`src/hdl/skf_pkg.sv`:
```
// shared types and constants of the scalar kalman filter
`default_nettype none

package skf_pkg;

  // width of the fixed-point covariance, variances and estimate
  localparam int unsigned VAL_W = 32;
  // width of the whole part in a result
  localparam int unsigned WHOLE_W = 16;
  // result tdata: estimate, then its whole part
  localparam int unsigned OUT_W = VAL_W + WHOLE_W;

  // configuration port
  localparam int unsigned ADDR_W = 3;
  localparam int unsigned REG_IDX_W = 1;
  localparam logic [REG_IDX_W-1:0] REG_MEAS_VAR = 1'b0;
  localparam logic [REG_IDX_W-1:0] REG_PROC_VAR = 1'b1;

  // whole part of the default measurement variance
  localparam int unsigned MEAS_VAR_INIT_WHOLE = 160;

  typedef logic [VAL_W-1:0] val_t;

  // control from the stream side to the core
  typedef struct packed {
    logic start;
    logic take;
  } core_ctrl_t;

  // status from the core to the stream side
  typedef struct packed {
    logic idle;
    logic done;
  } core_stat_t;

endpackage

`default_nettype wire

```
`src/hdl/scalar_kalman_filter.sv`:
```
// top level of the scalar kalman filter: stream ports, register port, result register
//
// Input stream (s_axis_*): one unsigned sample per item in the low SAMPLE_BITS
// bits of tdata. Output stream (m_axis_*): one result per sample, the new
// estimate in unsigned fixed point with FRAC_BITS fraction bits and its
// truncated whole part.
// Register port: register 0 at byte address 0 is the measurement variance,
// register 1 at byte address 4 the process variance, both unsigned fixed point.
// Write them only while no sample is in flight.
// After acceptance the core forms the predicted covariance, the gain
// denominator and the gain by division, then the new covariance and estimate,
// after which the result enters the output register and m_axis_tvalid goes high.
// A sample is taken only once the last one has left the core. The gain division
// works bit by bit; the two products go one after the other through one multiplier.
// s_axis_tready is high only while the core is idle.
// Reset sets the covariance to 1.0, the estimate to zero, and the variances to
// 160.0 and 1.0. If the receiver stalls, the result waits in the output register
// and the next sample is still taken and computed; that one then waits in the
// core until the output register frees up.
`default_nettype none

module scalar_kalman_filter #(
  parameter int unsigned FRAC_BITS   = 16,
  parameter int unsigned SAMPLE_BITS = 16
) (
  input  wire logic                                      clk_i,
  input  wire logic                                      rst_ni,
  // sample stream
  input  wire logic                                      s_axis_tvalid,
  output logic                                           s_axis_tready,
  // tdata: sample
  input  wire logic [((SAMPLE_BITS + 7) / 8) * 8 - 1:0]  s_axis_tdata,
  // result stream
  output logic                                           m_axis_tvalid,
  input  wire logic                                      m_axis_tready,
  // tdata: estimate, estimate_whole
  output logic [skf_pkg::OUT_W-1:0]                      m_axis_tdata,
  // register port
  input  wire logic                                      psel,
  input  wire logic                                      penable,
  input  wire logic                                      pwrite,
  input  wire logic [skf_pkg::ADDR_W-1:0]                paddr,
  input  wire logic [skf_pkg::VAL_W-1:0]                 pwdata,
  output logic [skf_pkg::VAL_W-1:0]                      prdata,
  output logic                                           pready
);

  localparam skf_pkg::val_t MEAS_INIT =
    skf_pkg::val_t'(64'(skf_pkg::MEAS_VAR_INIT_WHOLE) << FRAC_BITS);
  localparam skf_pkg::val_t PROC_INIT = skf_pkg::val_t'(64'd1 << FRAC_BITS);

  skf_pkg::val_t                  meas_var_q;
  skf_pkg::val_t                  proc_var_q;
  logic                           out_valid_q;
  skf_pkg::val_t                  out_est_q;
  logic [skf_pkg::WHOLE_W-1:0]    out_whole_q;

  logic [skf_pkg::REG_IDX_W-1:0]  reg_idx;
  logic                           reg_wr;
  skf_pkg::core_ctrl_t            core_ctrl;
  skf_pkg::core_stat_t            core_stat;
  skf_pkg::val_t                  core_est;
  skf_pkg::val_t                  est_shr;
  logic                           out_free;

  // register decode
  assign reg_idx = paddr[skf_pkg::ADDR_W-1:2];
  assign reg_wr  = psel & penable & pwrite;
  assign pready  = 1'b1;

  always_comb begin
    case (reg_idx)
      skf_pkg::REG_MEAS_VAR: prdata = meas_var_q;
      skf_pkg::REG_PROC_VAR: prdata = proc_var_q;
      default:               prdata = '0;
    endcase
  end

  always_ff @(posedge clk_i or negedge rst_ni) begin
    if (!rst_ni) begin
      meas_var_q <= MEAS_INIT;
      proc_var_q <= PROC_INIT;
    end else if (reg_wr) begin
      case (reg_idx)
        skf_pkg::REG_MEAS_VAR: meas_var_q <= pwdata;
        skf_pkg::REG_PROC_VAR: proc_var_q <= pwdata;
        default: begin
          meas_var_q <= meas_var_q;
        end
      endcase
    end
  end

  // handshake to the core
  assign s_axis_tready   = core_stat.idle;
  assign out_free        = ~out_valid_q | m_axis_tready;
  assign core_ctrl.start = s_axis_tvalid & core_stat.idle;
  assign core_ctrl.take  = core_stat.done & out_free;

  skf_core #(
    .FRAC_BITS   (FRAC_BITS),
    .SAMPLE_BITS (SAMPLE_BITS)
  ) u_core (
    .clk_i      (clk_i),
    .rst_ni     (rst_ni),
    .ctrl_i     (core_ctrl),
    .sample_i   (s_axis_tdata[SAMPLE_BITS-1:0]),
    .meas_var_i (meas_var_q),
    .proc_var_i (proc_var_q),
    .stat_o     (core_stat),
    .estimate_o (core_est)
  );

  // output register
  assign est_shr = core_est >> FRAC_BITS;

  always_ff @(posedge clk_i or negedge rst_ni) begin
    if (!rst_ni) begin
      out_valid_q <= 1'b0;
    end else if (core_ctrl.take) begin
      out_valid_q <= 1'b1;
    end else if (m_axis_tready) begin
      out_valid_q <= 1'b0;
    end
  end

  always_ff @(posedge clk_i) begin
    if (core_ctrl.take) begin
      out_est_q   <= core_est;
      out_whole_q <= est_shr[skf_pkg::WHOLE_W-1:0];
    end
  end

  assign m_axis_tvalid = out_valid_q;
  assign m_axis_tdata  = {out_whole_q, out_est_q};

endmodule

`default_nettype wire

```
`src/hdl/skf_div.sv`:
```
// iterative restoring divider for the gain, one quotient bit per cycle
`default_nettype none

module skf_div #(
  parameter int unsigned FRAC_BITS = 16
) (
  input  wire logic                   clk_i,
  input  wire logic                   rst_ni,
  input  wire logic                   start_i,
  input  wire skf_pkg::val_t          num_i,
  input  wire skf_pkg::val_t          den_i,
  output logic                        done_o,
  output logic [FRAC_BITS:0]          quot_o
);

  localparam int unsigned GW    = FRAC_BITS + 1;
  localparam int unsigned CNT_W = $clog2(FRAC_BITS + 1);

  logic                  busy_q, busy_d;
  logic                  done_q, done_d;
  logic                  zero_q, zero_d;
  logic [CNT_W-1:0]      cnt_q, cnt_d;
  skf_pkg::val_t         rem_q, rem_d;
  skf_pkg::val_t         den_q, den_d;
  logic [GW-1:0]         quot_q, quot_d;

  logic [skf_pkg::VAL_W:0] rem_sh;
  logic [skf_pkg::VAL_W:0] rem_sub;
  logic                    step_bit;
  logic                    first_bit;

  // shared compare and subtract for one quotient bit
  always_comb begin
    rem_sh    = {rem_q, 1'b0};
    rem_sub   = rem_sh - {1'b0, den_q};
    step_bit  = (rem_sh >= {1'b0, den_q});
    first_bit = (num_i >= den_i);
  end

  // sequencing of the division steps
  always_comb begin
    busy_d = busy_q;
    done_d = 1'b0;
    zero_d = zero_q;
    cnt_d  = cnt_q;
    rem_d  = rem_q;
    den_d  = den_q;
    quot_d = quot_q;
    if (start_i) begin
      // numerator never exceeds the denominator: top quotient bit first
      busy_d = 1'b1;
      zero_d = (den_i == '0);
      cnt_d  = CNT_W'(FRAC_BITS);
      den_d  = den_i;
      rem_d  = first_bit ? (num_i - den_i) : num_i;
      quot_d = {{(GW-1){1'b0}}, first_bit};
    end else if (busy_q) begin
      rem_d  = step_bit ? rem_sub[skf_pkg::VAL_W-1:0] : rem_sh[skf_pkg::VAL_W-1:0];
      quot_d = {quot_q[GW-2:0], step_bit};
      cnt_d  = cnt_q - CNT_W'(1);
      if (cnt_q == CNT_W'(1)) begin
        busy_d = 1'b0;
        done_d = 1'b1;
      end
    end
  end

  always_ff @(posedge clk_i or negedge rst_ni) begin
    if (!rst_ni) begin
      busy_q <= 1'b0;
      done_q <= 1'b0;
      zero_q <= 1'b0;
      cnt_q  <= '0;
    end else begin
      busy_q <= busy_d;
      done_q <= done_d;
      zero_q <= zero_d;
      cnt_q  <= cnt_d;
    end
  end

  always_ff @(posedge clk_i) begin
    rem_q  <= rem_d;
    den_q  <= den_d;
    quot_q <= quot_d;
  end

  // a zero denominator gives a zero gain
  assign done_o = done_q;
  assign quot_o = zero_q ? '0 : quot_q;

endmodule

`default_nettype wire

```
`src/hdl/skf_core.sv`:
```
// filter sequencer with state, saturating adds and one shared multiplier
`default_nettype none

module skf_core #(
  parameter int unsigned FRAC_BITS   = 16,
  parameter int unsigned SAMPLE_BITS = 16
) (
  input  wire logic                   clk_i,
  input  wire logic                   rst_ni,
  input  wire skf_pkg::core_ctrl_t    ctrl_i,
  input  wire logic [SAMPLE_BITS-1:0] sample_i,
  input  wire skf_pkg::val_t          meas_var_i,
  input  wire skf_pkg::val_t          proc_var_i,
  output skf_pkg::core_stat_t         stat_o,
  output skf_pkg::val_t               estimate_o
);

  localparam int unsigned VW = skf_pkg::VAL_W;
  localparam int unsigned GW = FRAC_BITS + 1;
  localparam int unsigned MW = GW + VW;
  localparam logic [GW-1:0] GAIN_ONE = {1'b1, {FRAC_BITS{1'b0}}};
  localparam skf_pkg::val_t P_INIT = skf_pkg::val_t'(64'd1 << FRAC_BITS);

  typedef enum logic [2:0] {
    S_IDLE,
    S_PC,
    S_DEN,
    S_DIV,
    S_MULP,
    S_UPDP,
    S_UPDE,
    S_DONE
  } state_e;

  state_e         state_q;
  skf_pkg::val_t  cov_q;
  skf_pkg::val_t  est_q;
  skf_pkg::val_t  sval_q;
  skf_pkg::val_t  pc_q;
  logic [GW-1:0]  gain_q;
  logic [MW-1:0]  prod_q;

  logic [63:0]     sval_ext;
  skf_pkg::val_t   sval_sat;
  logic [VW:0]     pc_sum;
  skf_pkg::val_t   pc_sat;
  logic [VW:0]     den_sum;
  skf_pkg::val_t   den_sat;
  logic            at_or_above;
  skf_pkg::val_t   diff;
  logic [GW-1:0]   mul_a;
  skf_pkg::val_t   mul_b;
  logic [MW-1:0]   mul_p;
  skf_pkg::val_t   prod_shr;
  logic            div_start;
  logic            div_done;
  logic [GW-1:0]   div_quot;

  // sample scaled to fixed point, clipped at the register maximum
  always_comb begin
    sval_ext = 64'(sample_i) << FRAC_BITS;
    sval_sat = (sval_ext[63:VW] != '0) ? '1 : sval_ext[VW-1:0];
  end

  // saturating sums for the predicted covariance and the gain denominator
  always_comb begin
    pc_sum  = {1'b0, cov_q} + {1'b0, proc_var_i};
    pc_sat  = pc_sum[VW] ? '1 : pc_sum[VW-1:0];
    den_sum = {1'b0, pc_q} + {1'b0, meas_var_i};
    den_sat = den_sum[VW] ? '1 : den_sum[VW-1:0];
  end

  // innovation magnitude and direction
  always_comb begin
    at_or_above = (sval_q >= est_q);
    diff        = at_or_above ? (sval_q - est_q) : (est_q - sval_q);
  end

  // shared multiplier operand select
  always_comb begin
    mul_a = '0;
    mul_b = '0;
    case (state_q)
      S_MULP: begin
        mul_a = GAIN_ONE - gain_q;
        mul_b = pc_q;
      end
      S_UPDP: begin
        mul_a = gain_q;
        mul_b = diff;
      end
      default: begin
        mul_a = '0;
        mul_b = '0;
      end
    endcase
    mul_p    = MW'(mul_a) * MW'(mul_b);
    prod_shr = prod_q[FRAC_BITS +: VW];
  end

  assign div_start = (state_q == S_DEN);

  skf_div #(
    .FRAC_BITS (FRAC_BITS)
  ) u_div (
    .clk_i   (clk_i),
    .rst_ni  (rst_ni),
    .start_i (div_start),
    .num_i   (pc_q),
    .den_i   (den_sat),
    .done_o  (div_done),
    .quot_o  (div_quot)
  );

  // sequencer, filter state and working registers
  always_ff @(posedge clk_i or negedge rst_ni) begin
    if (!rst_ni) begin
      state_q <= S_IDLE;
      cov_q   <= P_INIT;
      est_q   <= '0;
      sval_q  <= '0;
      pc_q    <= '0;
      gain_q  <= '0;
      prod_q  <= '0;
    end else begin
      case (state_q)
        S_IDLE: begin
          if (ctrl_i.start) begin
            sval_q  <= sval_sat;
            state_q <= S_PC;
          end
        end
        S_PC: begin
          pc_q    <= pc_sat;
          state_q <= S_DEN;
        end
        S_DEN: begin
          state_q <= S_DIV;
        end
        S_DIV: begin
          if (div_done) begin
            gain_q  <= div_quot;
            state_q <= S_MULP;
          end
        end
        S_MULP: begin
          // (1 - gain) * predicted covariance
          prod_q  <= mul_p;
          state_q <= S_UPDP;
        end
        S_UPDP: begin
          // gain * innovation
          cov_q   <= prod_shr;
          prod_q  <= mul_p;
          state_q <= S_UPDE;
        end
        S_UPDE: begin
          est_q   <= at_or_above ? (est_q + prod_shr) : (est_q - prod_shr);
          state_q <= S_DONE;
        end
        S_DONE: begin
          if (ctrl_i.take) begin
            state_q <= S_IDLE;
          end
        end
        default: begin
          state_q <= S_IDLE;
        end
      endcase
    end
  end

  assign stat_o.idle = (state_q == S_IDLE);
  assign stat_o.done = (state_q == S_DONE);
  assign estimate_o  = est_q;

endmodule

`default_nettype wire
```
`config.mk`:
```
export PLATFORM = sky130hd
export DESIGN_NAME = scalar_kalman_filter
export DESIGN_NICKNAME = d
export VERILOG_FILES = /design/src/hdl/skf_pkg.sv /design/src/hdl/scalar_kalman_filter.sv /design/src/hdl/skf_div.sv /design/src/hdl/skf_core.sv
export SDC_FILE = /design/constraint.sdc
export NUM_CORES = 2
export LEC_CHECK = 0
export BUFFER_PORTS_ARGS = -buffer_cell sky130_fd_sc_hd__buf_2
export CELL_PAD_IN_SITES_DETAIL_PLACEMENT = 2
export CELL_PAD_IN_SITES_GLOBAL_PLACEMENT = 2
export CORE_UTILIZATION = 31
export CTS_BUF_LIST = sky130_fd_sc_hd__clkbuf_8
export CTS_CLUSTER_SIZE = 30
export DETAILED_ROUTE_END_ITERATION = 12
export HOLD_SLACK_MARGIN = 0.02
export PLACE_DENSITY_LB_ADDON = 0.1
export SYNTH_ARGS = -nofsm -noshare
export SYNTH_HDL_FRONTEND = slang
export SYNTH_HIERARCHICAL = 1
export SYNTH_SLANG_ARGS = --single-unit
```
`constraint.sdc`:
```
create_clock -name clk_i -period 17.9 [get_ports clk_i]
set_clock_uncertainty 0.2 [all_clocks]
set_input_delay 1.79 -clock clk_i [delete_from_list [all_inputs] [get_ports clk_i]]
set_output_delay 1.79 -clock clk_i [all_outputs]
set_load 0.02 [all_outputs]
```
==> impl_metrics.ini <==
[run_status]
status = completed

[critical_path]
reg2reg_depth = 32
path_class = reg2reg
r2r_end = u_core/prod_q[46]
cpMostUsedCell = fa_1
reg2reg_setup_slack_ns = 6.55
start_kind = flip-flop
r2r_start = u_core/estimate_o[17]
slowest_stage = a211oi_2
critPathRequiredTime_ns = 18.25
slowest_delay_ns = 0.93
critPathCaptureType = flip-flop
cp_max_fo = 53
cp.arrival_ns = 11.70

[floorplanning]
die_x_um = 368.2
dieHeight_um = 368.2
dieArea_um2 = 135600
fp.coreArea_um2 = 132300
ios = 141
rows = 133
initial_core_util = 0.3142

[global_route]
grt_pass1_vias = 36560
track_usage = 0.2268
grt_pass1_wl_um = 232600
antenna_found_initial = 14
grt_start_max_net_pins = 73
grt_overflow_total = 0

[min_path]
hp-class = reg2reg
hp-start = u_core/estimate_o[31]
hold_depth = 0
min_to = out_est_q[31]

[logic_synthesis]
synthSimpleGateAreaFrac = 0.1375
ys_types = 110
synthAdderAreaFrac = 0.3116
avgSynthCellArea_um2 = 9.070
synth.area.mux_share = 0.05581
synthArstFlopShare = 0.6771
synth_warnings = 6
synth_edf_count = 97
synth_compound_area_frac = 0.1374
yosysSeqAreaShare = 0.2206
netlist_area_um2 = 41570
synth_xor_area_frac = 0.05153
syn_nets = 5405
synth_ff_type = dfrtp_1
ys_ff_latch = 350
synth_top_family_by_area = adder cells
syn_inst = 4583

[detailed_routing]
drt_iter0_drc = 1417
ant_nets = 0
avgViaCountPerCell = 5.080
drt-total-wl_um = 152300
wl_per_cell_um = 23.53
first_pass_iters = 5
drc_errors = 0
routed-via-count = 32890

[clock_tree]
post_cts.repair.setup_buffers = 0
cts_tree = yes
clockRootBuffer = clkbuf_8
cts_buffers = 70
clkLatencyLatePin_ns = 0.72
cts-hold-fix-buffers = 0
cts_resized = 0
clock-sinks = 350
cts_max_path_buffers = 3
clk_pin_slew_ns = 0.07
htreeDepth = 3

[pwr]
power_density_nw_per_um2 = 119.1
vdd_drop_max_uv = 68.91
p_leak_uw = 0.02178

[timing]
finalSetupViolations = 0
period_minus_slack_ns = 11.35
max_slew_margin = 0.1469
fin_crit_sh = 0.6338
holdWs_ns = 0.2330
rsz0062_at_grt = false
finalSetupTns_ns = 0
drv_slew = 0
hold_viol = 0
worst_pin_slew_ns = 1.247
max_freq_ghz = 0.08814

[placed_design]
gp_congestion = 0.8245
dpl.cell_count = 6342
numPortBuffers = 137
dp_hpwl_um = 121700

[finish]
fin_nets = 5481
mostFrequentLayoutCell = inv_1
area_growth_pct = 9.744
drive_above_1_share = 0.1226
stdcell_count = 6474
layout_common_cells = 708 x inv_1, 609 x nand2_1, 452 x fa_1

[run]
max_cap_viol_count = 0
## area by class of cell
cell class	instances	area [um^2]
Clock buffer	79	1087
Inverter	687	2579
Tap cell	1755	2196
Sequential cell	350	9173
Fill cell	14860	86680
Timing Repair Buffer	207	1221
Clock inverter	48	337.8
Multi-Input combinational cell	3343	29010
Antenna cell	5	12.51
## worst max-delay path: cells and delay by family (launching register included)
kind            cells  cell delay [ns]
compound gates     14             4.23
xor+xnor            2             0.46
fa+ha+maj           8             4.19
buf+inv             6             0.84
flops               1             0.53
simple gates        2             0.72
## metrics by stage
stage                     area, um^2  total power, uW  utilization  worst slack, ns
final                          45620             5435       0.3448            6.555
after global routing           45610             5858       0.3448            5.939
after CTS                      45600             5501       0.3447            6.362
after detailed placement       44180             4584       0.3339            6.380
after global placement         44180             4518       0.3339            6.491
after floorplan                41570             3578            -            9.168
## sequential cells by signal, summed over array words and instances (netlist names)
name                 flops
u_core/u_div/rem_q      32
u_core/u_div/quot_q     17
out_est_q               32
u_core/u_div/done_o      1
u_core/sval_q           16
u_core/prod_q           32
u_core/u_div/busy_q      1
u_core/cov_q            32
meas_var_q              32
u_core/u_div/den_q      32
u_core/gain_q           17
u_core/pc_q             32
u_core/estimate_o       32
u_core/state_q           3
u_core/u_div/cnt_q       5
u_core/u_div/zero_q      1
m_axis_tvalid            1
proc_var_q              32
## cells in the mapped netlist (all sizes together), types with 43 or more instances
master / instances / area, um^2
inv: 687 / 2579
nand2: 610 / 2292
fa: 452 / 9049
ha: 312 / 3904
nor2: 305 / 1152
a21oi: 242 / 1275
dfrtp: 233 / 5831
o21ai: 213 / 1085
xnor2: 158 / 1384
mux2: 154 / 1847
clkbuf: 123 / 462.9
a21o: 97 / 728.2
edfxtp: 97 / 2913
xor2: 84 / 735.7
buf: 80 / 513.0
nor3: 66 / 330.3
and2: 59 / 369.1
a211oi: 52 / 455.4
mux2i: 46 / 473.0
nand3: 43 / 220.2
## how the worst max path moves through the flow
stage,endpoint,slack (ns),depth (start not counted),from
floorplan,u_core/prod_q[47],9.17,36,u_core/estimate_o[20]
global placement,u_core/prod_q[33],6.49,32,u_core/estimate_o[17]
detailed placement,u_core/prod_q[33],6.38,32,u_core/estimate_o[17]
CTS,u_core/prod_q[33],6.36,32,u_core/estimate_o[17]
global route,u_core/prod_q[33],5.94,32,u_core/estimate_o[17]
finish,u_core/prod_q[46],6.55,32,u_core/estimate_o[17]
## logic make-up after synthesis
kind of cell,after synthesis
other cells,1
fa+ha+maj,764
buf+inv,890
compound gates,857
mux,200
simple gates,1278
flops,350
xor+xnor,243
## routing by layer
layer / up-vias / track usage / wire, um
met2: 367 / 0.3778 / 71820
met4: 0 / 0.04804 / 2877
met3: 144 / 0.01811 / 3292
met1: 17150 / 0.3198 / 74350
li1: 15230 / - / -
met5: - / 0 / 0
## report_power, final
| part | switching, uW | internal (uW) |
|---|---|---|
| combinational | 1980 | 1240 |
| sequential | 266 | 1080 |
| clock | 414 | 455 |
No activity file was read; power rests on OpenSTA's default activity.
